$ cat src/sv/kfct_pkg.sv
// Package for the keyed fetch cache tracker.
// Holds item structs, code enums, controller command/status structs and key normalization.
// No dependencies; kfct_ctrl, kfct_dp and the top level import it.
package kfct_pkg;

	localparam int KEY_W = 24;
	localparam int HDL_W = 32;
	localparam int WID_W = 7;
	localparam int HGT_W = 6;
	localparam int TOT_W = 5;

	typedef enum logic [1:0] {
		CMD_LOOKUP   = 2'd0,
		CMD_QUERY    = 2'd1,
		CMD_COMPLETE = 2'd2
	} cmd_code_t;

	typedef enum logic [1:0] {
		ES_EMPTY   = 2'd0,
		ES_PENDING = 2'd1,
		ES_READY   = 2'd2,
		ES_FAILED  = 2'd3
	} entry_state_t;

	typedef enum logic [3:0] {
		RS_HIT        = 4'd0,
		RS_PRESENT    = 4'd1,
		RS_CLAIMED    = 4'd2,
		RS_NO_SLOT    = 4'd3,
		RS_EMPTY_KEY  = 4'd4,
		RS_STORED     = 4'd5,
		RS_DISCARDED  = 4'd6,
		RS_PEND_FOUND = 4'd7,
		RS_PEND_NONE  = 4'd8
	} rsp_status_t;

	typedef enum logic [1:0] {
		CS_IDLE,
		CS_SEARCH,
		CS_RESP
	} ctl_state_t;

	typedef struct packed {
		logic [1:0]       command;
		logic [KEY_W-1:0] key;
		logic [HDL_W-1:0] buffer_handle;
		logic [WID_W-1:0] image_width;
		logic [HGT_W-1:0] image_height;
		logic             fetch_ok;
	} in_item_t;

	typedef struct packed {
		logic [3:0]       status;
		logic [HDL_W-1:0] hit_handle;
		logic [WID_W-1:0] hit_width;
		logic [HGT_W-1:0] hit_height;
		logic             release_valid;
		logic [HDL_W-1:0] release_handle;
		logic [KEY_W-1:0] pending_key;
		logic [TOT_W-1:0] pending_total;
	} out_item_t;

	// one word of the entry table RAM
	typedef struct packed {
		logic [KEY_W-1:0] key;
		logic [HDL_W-1:0] handle;
		logic [WID_W-1:0] width;
		logic [HGT_W-1:0] height;
	} ram_word_t;

	typedef struct packed {
		logic capture;
		logic search;
		logic commit;
	} ctl_cmd_t;

	typedef struct packed {
		logic out_free;
	} dp_status_t;

	// drop every character after the first zero byte
	function automatic logic [KEY_W-1:0] norm_key(input logic [KEY_W-1:0] raw);
		logic [KEY_W-1:0] k;
		k = raw;
		if (raw[7:0] == 8'd0) begin
			k = '0;
		end else if (raw[15:8] == 8'd0) begin
			k = {16'd0, raw[7:0]};
		end else if (raw[23:16] == 8'd0) begin
			k = {8'd0, raw[15:0]};
		end
		return k;
	endfunction

endpackage

$ cat src/sv/kfct_ram.sv
// Generic single-write, single-read RAM with registered read data.
// No dependencies.
module kfct_ram #(
	parameter int WIDTH = 8,
	parameter int DEPTH = 16
) (
	input  logic                     clk,
	input  logic                     we,
	input  logic [$clog2(DEPTH)-1:0] waddr,
	input  logic [WIDTH-1:0]         wdata,
	input  logic                     re,
	input  logic [$clog2(DEPTH)-1:0] raddr,
	output logic [WIDTH-1:0]         rdata
);

	logic [WIDTH-1:0] mem_q [DEPTH];

	always_ff @(posedge clk) begin
		if (we) begin
			mem_q[waddr] <= wdata;
		end
	end

	always_ff @(posedge clk) begin
		if (re) begin
			rdata <= mem_q[raddr];
		end
	end

endmodule

$ cat src/sv/kfct_ctrl.sv
// Sequencer of the keyed fetch cache tracker: capture, search, respond.
// Depends on kfct_pkg.
module kfct_ctrl (
	input  logic                clk,
	input  logic                arst_n,
	input  logic                req_valid,
	output logic                req_ready,
	input  kfct_pkg::dp_status_t sts,
	output kfct_pkg::ctl_cmd_t  cmd
);
	import kfct_pkg::*;

	ctl_state_t state_q;
	ctl_state_t state_d;

	always_ff @(posedge clk or negedge arst_n) begin
		if (!arst_n) begin
			state_q <= CS_IDLE;
		end else begin
			state_q <= state_d;
		end
	end

	always_comb begin
		state_d = state_q;
		case (state_q)
			CS_IDLE: begin
				if (req_valid) state_d = CS_SEARCH;
			end
			CS_SEARCH: begin
				state_d = CS_RESP;
			end
			CS_RESP: begin
				if (sts.out_free) state_d = req_valid ? CS_SEARCH : CS_IDLE;
			end
			default: begin
				state_d = CS_IDLE;
			end
		endcase
	end

	always_comb begin
		req_ready   = 1'b0;
		cmd         = '0;
		case (state_q)
			CS_IDLE: begin
				req_ready = 1'b1;
			end
			CS_SEARCH: begin
				cmd.search = 1'b1;
			end
			CS_RESP: begin
				// retire the item and take the next one in the same cycle
				req_ready  = sts.out_free;
				cmd.commit = sts.out_free;
			end
			default: ;
		endcase
		cmd.capture = req_valid && req_ready;
	end

endmodule

$ cat src/sv/kfct_dp.sv
// Datapath of the keyed fetch cache tracker: key CAM, entry states, table RAM, output register.
// Depends on kfct_pkg and kfct_ram.
module kfct_dp #(
	parameter int ENTRIES = 16
) (
	input  logic                 clk,
	input  logic                 arst_n,
	input  kfct_pkg::ctl_cmd_t   cmd,
	output kfct_pkg::dp_status_t sts,
	input  kfct_pkg::in_item_t   req,
	input  logic                 rsp_ready,
	output logic                 rsp_valid,
	output kfct_pkg::out_item_t  rsp
);
	import kfct_pkg::*;

	localparam int IDX_W = $clog2(ENTRIES);
	localparam int CNT_W = $clog2(ENTRIES + 1);

	// captured item
	logic [1:0]       cmd_q;
	logic [KEY_W-1:0] key_q;
	logic [HDL_W-1:0] hdl_q;
	logic [WID_W-1:0] wid_q;
	logic [HGT_W-1:0] hgt_q;
	logic             ok_q;

	// table state
	entry_state_t     stat_q [ENTRIES];
	logic [KEY_W-1:0] ckey_q [ENTRIES];
	logic [IDX_W-1:0] vp_q;
	logic [CNT_W-1:0] cnt_q;

	// search decision
	rsp_status_t      code_s1;
	logic [IDX_W-1:0] idx_s1;
	logic             evict_s1;
	logic             rr_s1;

	logic             rsp_valid_q;
	out_item_t        rsp_q;

	logic [ENTRIES-1:0] match, emp, pnd, cand, cand_hi;
	logic               hit_any, emp_any, pnd_any, hi_any, lo_any;
	logic               hit_rdy, hit_pnd, hi_rdy, lo_rdy, rr_rdy;
	logic [IDX_W-1:0]   hit_idx, emp_idx, pnd_idx, hi_idx, lo_idx, rr_idx;

	rsp_status_t      code_d;
	logic [IDX_W-1:0] idx_d;
	logic             evict_d;
	logic             rr_d;

	ram_word_t        rd_word;
	ram_word_t        wr_word;
	logic             ram_we;
	out_item_t        res;
	logic [CNT_W-1:0] cnt_d;
	logic [31:0]      cnt_ext;
	logic [IDX_W-1:0] vp_next;

	always_ff @(posedge clk) begin
		if (cmd.capture) begin
			cmd_q <= req.command;
			key_q <= norm_key(req.key);
			hdl_q <= req.buffer_handle;
			wid_q <= req.image_width;
			hgt_q <= req.image_height;
			ok_q  <= req.fetch_ok;
		end
	end

	// tag compare and priority selects
	always_comb begin
		for (int i = 0; i < ENTRIES; i++) begin
			match[i]   = (stat_q[i] != ES_EMPTY) && (ckey_q[i] == key_q);
			emp[i]     = (stat_q[i] == ES_EMPTY);
			pnd[i]     = (stat_q[i] == ES_PENDING);
			cand[i]    = (stat_q[i] != ES_PENDING);
			cand_hi[i] = cand[i] && (IDX_W'(i) >= vp_q);
		end
		hit_any = 1'b0; hit_idx = '0; hit_rdy = 1'b0; hit_pnd = 1'b0;
		emp_any = 1'b0; emp_idx = '0;
		pnd_any = 1'b0; pnd_idx = '0;
		hi_any  = 1'b0; hi_idx  = '0; hi_rdy = 1'b0;
		lo_any  = 1'b0; lo_idx  = '0; lo_rdy = 1'b0;
		for (int i = ENTRIES - 1; i >= 0; i--) begin
			if (match[i]) begin
				hit_any = 1'b1;
				hit_idx = IDX_W'(i);
				hit_rdy = (stat_q[i] == ES_READY);
				hit_pnd = pnd[i];
			end
			if (emp[i]) begin
				emp_any = 1'b1;
				emp_idx = IDX_W'(i);
			end
			if (pnd[i]) begin
				pnd_any = 1'b1;
				pnd_idx = IDX_W'(i);
			end
			if (cand_hi[i]) begin
				hi_any = 1'b1;
				hi_idx = IDX_W'(i);
				hi_rdy = (stat_q[i] == ES_READY);
			end
			if (cand[i]) begin
				lo_any = 1'b1;
				lo_idx = IDX_W'(i);
				lo_rdy = (stat_q[i] == ES_READY);
			end
		end
		// round robin: first candidate at or after the pointer, else wrap
		rr_idx = hi_any ? hi_idx : lo_idx;
		rr_rdy = hi_any ? hi_rdy : lo_rdy;
	end

	always_comb begin
		code_d  = RS_PEND_NONE;
		idx_d   = '0;
		evict_d = 1'b0;
		rr_d    = 1'b0;
		case (cmd_q)
			CMD_LOOKUP: begin
				if (key_q == '0) begin
					code_d = RS_EMPTY_KEY;
				end else if (hit_any) begin
					idx_d  = hit_idx;
					code_d = hit_rdy ? RS_HIT : RS_PRESENT;
				end else if (emp_any) begin
					idx_d  = emp_idx;
					code_d = RS_CLAIMED;
				end else if (lo_any) begin
					idx_d   = rr_idx;
					code_d  = RS_CLAIMED;
					rr_d    = 1'b1;
					evict_d = rr_rdy;
				end else begin
					code_d = RS_NO_SLOT;
				end
			end
			CMD_COMPLETE: begin
				if ((key_q != '0) && hit_any && hit_pnd) begin
					idx_d  = hit_idx;
					code_d = RS_STORED;
				end else begin
					code_d = RS_DISCARDED;
				end
			end
			default: begin
				if (pnd_any) begin
					idx_d  = pnd_idx;
					code_d = RS_PEND_FOUND;
				end
			end
		endcase
	end

	always_ff @(posedge clk) begin
		if (cmd.search) begin
			code_s1  <= code_d;
			idx_s1   <= idx_d;
			evict_s1 <= evict_d;
			rr_s1    <= rr_d;
		end
	end

	kfct_ram #(
		.WIDTH($bits(ram_word_t)),
		.DEPTH(ENTRIES)
	) u_table (
		.clk   (clk),
		.we    (ram_we),
		.waddr (idx_s1),
		.wdata (wr_word),
		.re    (cmd.search),
		.raddr (idx_d),
		.rdata (rd_word)
	);

	always_comb begin
		ram_we  = cmd.commit && ((code_s1 == RS_CLAIMED) || (code_s1 == RS_STORED));
		wr_word = '0;
		wr_word.key = key_q;
		if (code_s1 == RS_STORED) begin
			wr_word.handle = ok_q ? hdl_q : '0;
			wr_word.width  = wid_q;
			wr_word.height = hgt_q;
		end
	end

	// result and next pending count
	always_comb begin
		res        = '0;
		res.status = code_s1;
		cnt_d      = cnt_q;
		case (code_s1)
			RS_HIT: begin
				res.hit_handle = rd_word.handle;
				res.hit_width  = rd_word.width;
				res.hit_height = rd_word.height;
			end
			RS_CLAIMED: begin
				res.release_valid  = evict_s1;
				res.release_handle = evict_s1 ? rd_word.handle : '0;
				cnt_d              = cnt_q + CNT_W'(1);
			end
			RS_STORED: begin
				cnt_d = (cnt_q != '0) ? cnt_q - CNT_W'(1) : cnt_q;
			end
			RS_DISCARDED: begin
				res.release_valid  = ok_q;
				res.release_handle = ok_q ? hdl_q : '0;
			end
			RS_PEND_FOUND: begin
				res.pending_key = rd_word.key;
			end
			RS_PEND_NONE: begin
				cnt_d = '0;
			end
			default: ;
		endcase
		cnt_ext           = 32'(cnt_d);
		res.pending_total = (cnt_ext > 32'd31) ? 5'd31 : cnt_ext[TOT_W-1:0];
		vp_next           = (idx_s1 == IDX_W'(ENTRIES - 1)) ? '0 : idx_s1 + IDX_W'(1);
	end

	always_ff @(posedge clk or negedge arst_n) begin
		if (!arst_n) begin
			for (int i = 0; i < ENTRIES; i++) begin
				stat_q[i] <= ES_EMPTY;
			end
			vp_q  <= '0;
			cnt_q <= '0;
		end else if (cmd.commit) begin
			cnt_q <= cnt_d;
			if (code_s1 == RS_CLAIMED) begin
				stat_q[idx_s1] <= ES_PENDING;
				if (rr_s1) vp_q <= vp_next;
			end else if (code_s1 == RS_STORED) begin
				stat_q[idx_s1] <= ok_q ? ES_READY : ES_FAILED;
			end
		end
	end

	always_ff @(posedge clk) begin
		if (cmd.commit && (code_s1 == RS_CLAIMED)) begin
			ckey_q[idx_s1] <= key_q;
		end
	end

	// output register
	assign sts.out_free = !rsp_valid_q || rsp_ready;

	always_ff @(posedge clk or negedge arst_n) begin
		if (!arst_n) begin
			rsp_valid_q <= 1'b0;
		end else if (cmd.commit) begin
			rsp_valid_q <= 1'b1;
		end else if (rsp_ready) begin
			rsp_valid_q <= 1'b0;
		end
	end

	always_ff @(posedge clk) begin
		if (cmd.commit) begin
			rsp_q <= res;
		end
	end

	assign rsp_valid = rsp_valid_q;
	assign rsp       = rsp_q;

endmodule

$ cat src/sv/keyed_fetch_cache_tracker.sv
// Keyed fetch cache tracker, top level. An accepted item is tag-searched, which starts the
// registered read of the entry table RAM, then committed to the output register once that is
// free; a full output register stalls the item. A new item is not taken before the last commits.
// Reset (arst_n low, asynchronous): all entries empty, victim pointer and pending count zero,
// output register empty. No clearing pass; items are accepted right after reset.
// Depends on kfct_pkg, kfct_ctrl, kfct_dp and kfct_ram.
module keyed_fetch_cache_tracker #(
	parameter int ENTRIES = 16
) (
	input  logic                clk,
	input  logic                arst_n,
	input  logic                req_valid,
	output logic                req_ready,
	input  kfct_pkg::in_item_t  req,
	output logic                rsp_valid,
	input  logic                rsp_ready,
	output kfct_pkg::out_item_t rsp
);
	import kfct_pkg::*;

	// Command and status between sequencer and datapath:
	//   capture - latch the item and normalize its key
	//   search  - compare all tags, pick the entry, start the table read
	//   commit  - update entry state, write the table, load the output register
	ctl_cmd_t   ctl_cmd;
	dp_status_t dp_sts;

	kfct_ctrl u_ctrl (
		.clk       (clk),
		.arst_n    (arst_n),
		.req_valid (req_valid),
		.req_ready (req_ready),
		.sts       (dp_sts),
		.cmd       (ctl_cmd)
	);

	// The datapath holds entry states in flops (so reset empties the table at once),
	// keys in a parallel-compare array, and handle/size/key copies in the table RAM.
	kfct_dp #(
		.ENTRIES(ENTRIES)
	) u_dp (
		.clk       (clk),
		.arst_n    (arst_n),
		.cmd       (ctl_cmd),
		.sts       (dp_sts),
		.req       (req),
		.rsp_ready (rsp_ready),
		.rsp_valid (rsp_valid),
		.rsp       (rsp)
	);

	// Hold off the next item while one is being searched.
	a_busy_after_accept: assert property (@(posedge clk) disable iff (!arst_n)
		req_valid && req_ready |=> !req_ready)
		else $error("item accepted during search");

	// A committed item shows up at the output on the next cycle.
	a_commit_shows: assert property (@(posedge clk) disable iff (!arst_n)
		ctl_cmd.commit |=> rsp_valid)
		else $error("committed item not presented");

	// Hit fields carry data only for a ready hit.
	a_hit_fields: assert property (@(posedge clk) disable iff (!arst_n)
		rsp_valid && (rsp.status != RS_HIT) |->
		(rsp.hit_handle == '0) && (rsp.hit_width == '0) && (rsp.hit_height == '0))
		else $error("hit fields set without a hit");

	// Release handle is zero unless a buffer is released.
	a_release_zero: assert property (@(posedge clk) disable iff (!arst_n)
		rsp_valid && !rsp.release_valid |-> (rsp.release_handle == '0))
		else $error("release handle without release");

endmodule
$ cat config.mk
export PLATFORM = sky130hd
export DESIGN_NAME = keyed_fetch_cache_tracker
export DESIGN_NICKNAME = d
export VERILOG_FILES = /design/src/sv/kfct_pkg.sv /design/src/sv/kfct_ram.sv /design/src/sv/kfct_ctrl.sv /design/src/sv/kfct_dp.sv /design/src/sv/keyed_fetch_cache_tracker.sv
export SDC_FILE = /design/constraint.sdc
export NUM_CORES = 2
export LEC_CHECK = 0
export ABC_AREA = 1
export BUFFER_PORTS_ARGS = -buffer_cell sky130_fd_sc_hd__buf_2
export CORE_ASPECT_RATIO = 0.6
export CORE_MARGIN = 3
export CORE_UTILIZATION = 30
export DETAILED_ROUTE_END_ITERATION = 8
export GPL_TIMING_DRIVEN = 1
export MAX_ROUTING_LAYER = met4
export PLACE_DENSITY = 0.43
export SETUP_SLACK_MARGIN = 0.05
export SLEW_MARGIN = 20
export SYNTH_ARGS = -nofsm -noshare
export SYNTH_HDL_FRONTEND = slang
export SYNTH_SLANG_ARGS = --single-unit
$ cat constraint.sdc
create_clock -name clk -period 6.73 [get_ports clk]
set_input_delay 1.0095 -clock clk [delete_from_list [all_inputs] [get_ports clk]]
set_output_delay 1.0095 -clock clk [all_outputs]
set_load 0.005 [all_outputs]
==> flow_summary_export.csv <==
group,metric,value,unit
yosys,synth_edf_count,1750,
job,maxCapViolations,0,
clocking,clkSlewWorstSetupHoldPaths,0.06,ns
worst_setup_path,cp-startpoint,"u_dp.key_q[23]$_SDFFCE_PP0P_",
sta,tns,0,ns
global_route,antenna_found_initial,18,
floorplan,initial_core_util,30.2,%
yosys,yosys-top-cells-area,"edfxtp_1 (67%), nand3_1 (8.6%), inv_1 (5.7%), nand2_1 (5.1%), nand3b_1 (2.0%)",
placement,gp_congestion,0.876,
worst_setup_path,required,7.31,ns
clocking,cts_resized,0,
yosys,synth_cells,7119,
clocking,root_buffer,"clkbuf_16",
sta,fin_crit_sh,98.7,%
worst_setup_path,crit_fanout,128,
clocking,htreeDepth,4,
pwr,cellPowerDensity,281,nW/um^2
clocking,cts_tree,"yes",
clocking,postCtsHoldBufs,0,
placement,dp_hpwl,144000,microns
floorplan,std_cell_rows,145,
cells_and_area,drive_gt1_share,10.0,%
worst_setup_path,cp-start-kind,"flop",
sta,period_needed,6.64,ns
routing,drtAntennaViolNets,0,
global_route,grt_pass1_wl,369000,microns
clocking,cts_buffer_depth,4,
clocking,cts_sinks,1794,
sta,hold_viol,0,
floorplan,dieWidth,668,microns
routing,wl_met2,104000,microns
yosys,synth_top_area_cell,"edfxtp_1",
global_route,overflow,0,
pwr,power,25.3,mW
cells_and_area,final_cell_area,90100,sq um
routing,wire_per_inst,23.7,microns
routing,routed_wl,258000,microns
placement,io_buffers,188,
hold_path,hold_class,"primary input to asynchronous set/reset pin",
sta,fmax,151,MHz
floorplan,die_h,403,microns
global_route,grt_max_degree,129,
sta,rsz0062_at_grt,"false",
pwr,total_leakage_power,35.3,nW
floorplan,die_area,269000,sq um
sta,finalSetupViolCount,0,
clocking,postCtsSetupRepairBufs,0,
floorplan,ioPinCount,189,
worst_setup_path,crit_type,"flop to flop",
sta,maxSlewViolCount,0,
clocking,clkLatencyLatePin,0.87,ns
global_route,gr-usage-all-layers,19.3,%
pwr,irDropWorstVdd,0.173,mV
worst_setup_path,arrival,7.23,ns
routing,drc,0,
status,status,"completed",
yosys,synth_top_flop_cell,"edfxtp_1",
global_route,grt_pass1_vias,50250,
cells_and_area,post-route-util,34.5,%
sta,tightest_slew,1.13,ns
routing,vias,52999,
worst_setup_path,endpoint_kind,"flop",
worst_setup_path,r2r-start,"u_dp.key_q[23]$_SDFFCE_PP0P_",
routing,drt-vias-per-instance,4.86,
sta,skew,0.0745,ns
yosys,yosys-top-cells-count,"edfxtp_1 (1,750), nand3_1 (1,353), inv_1 (1,206)",
routing,top_layer_used,"met4",
yosys,syn_avg_cell_area,11.1,sq um
floorplan,coreArea,261000,sq um
yosys,syn_nets,7201,
yosys,synth_cell_types,58,
yosys,async_reset_ff_share,2.45,%
yosys,ys_ff_latch,1794,
yosys,yosysTopAreaCellShare,66.6,%
routing,drt-pass1-iter-count,6,
placement,placed_area,84400,sq um
routing,drt_iter0_markers,5915,
clocking,cts_buffers,185,
yosys,yosysWarnings,0,
routing,met3_length,19400,microns
routing,wirelength_met1,129000,microns
yosys,seq_area_frac_synth,68.0,%
yosys,syn_area,78900,sq um
yosys,yosysMostFrequentCell,"edfxtp_1",
sta,maxSlewHeadroom,24.7,%
cells_and_area,area_delta_synth_final,14.3,%
cells_and_area,fin_nets,7384,
sequential cells by signal, summed over array words and instances, names as in the netlist, 6 cells and up:
register / count
u_dp.ckey_q: 384
u_dp.hdl_q: 32
u_dp.hgt_q: 6
u_dp.key_q: 24
u_dp.rsp: 111
u_dp.stat_q: 32
u_dp.u_table.mem_q: 1104
u_dp.u_table.rdata: 69
u_dp.wid_q: 7
cells in the final DEF, fill, tap and decap left out, drive strengths merged, types with 69 or more instances in the layout:
| cell | count |
|---|---|
| buf | 377 |
| clkbuf | 229 |
| clkinv | 82 |
| edfxtp | 1750 |
| inv | 1229 |
| nand2 | 1089 |
| nand3 | 1354 |
| nand3b | 213 |
| nor2 | 402 |
| o21ai | 151 |
| o22ai | 77 |
| xnor2 | 69 |
worst max-delay path, cell delays in order, from the launching register on:
cell	delay, ns
edfxtp_1	1.08
xnor2_1	0.19
nand3_1	0.08
nor2_1	0.58
nand3_1	0.46
nor2_2	0.60
inv_1	0.15
a21oi_1	0.20
nor2_1	0.06
nor2_1	0.09
nor2_1	0.06
o21ai_1	0.29
a21boi_0	0.19
o21ai_1	0.18
a21oi_1	0.14
o21bai_4	0.60
buf_12	0.42
nand3_1	0.17
nand3_1	0.13
nand3_1	0.08
nand3_1	0.17
nand2_1	0.07
cells by family after synthesis:
| kind of cell | synth area share [%] |
|---|---|
| DFF | 68.0 |
| buffers and inverters | 8.51 |
| AOI/OAI and AO/OA | 3.25 |
| xor gates and xnor gates | 1.42 |
| adders and majority gates | 0.0952 |
| and+or+nand+nor | 18.7 |
layer usage:
| layer | GRT usage [%] | up-vias |
|---|---|---|
| li1 | - | 24550 |
| met1 | 29.7 | 26269 |
| met2 | 26.0 | 1841 |
| met3 | 3.75 | 339 |
| met4 | 4.03 | 0 |
| met5 | - | - |
final timing paths:
path                                              endpoint  slack [ns]  cells past startpoint
setup / recovery           u_dp.u_table.rdata[1]$_DFFE_PN_        0.09                     21
hold / removal               u_ctrl.state_q[1]$_DFFE_PN0P_        0.29                      2
setup reg to reg           u_dp.u_table.rdata[1]$_DFFE_PN_        0.09                     21
hold reg to reg                u_dp.stat_q[12]$_DFFE_PN0P_        0.54                      1
max in group asynchronous      u_dp.stat_q[22]$_DFFE_PN0P_        5.95                      2
min in group clk                  u_dp.hdl_q[29]$_DFFE_PP_        0.31                      1
final cells by class:
class,instances,area (sq um)
fillers,25958,171000
flip-flops and latches,1794,53700
multi-input cells,3718,18800
clock buffers,229,4870
inverters,1226,4620
well taps,3454,4320
repair buffers,377,3020
clock inverters,100,801
diodes,3,7.51
where the power goes:
| group | switching (mW) | internal (mW) |
|---|---|---|
| Sequential | 0.131 | 12.5 |
| Combinational | 1.93 | 0.665 |
| Clock | 4.49 | 5.62 |
| Total | 6.56 | 18.8 |
through the flow:
stage          std cells  hold WS, ns  setup WS, ns
6_report           10901        0.285        0.0874
5_1_grt            10900        0.266         0.112
4_1_cts            10898        0.242         0.444
3_5_place_dp       10569        0.526         0.430
3_3_place_gp       10568        0.522         0.336
2_1_floorplan       7119        0.451          1.50
(Power assumes the default switching activity.)
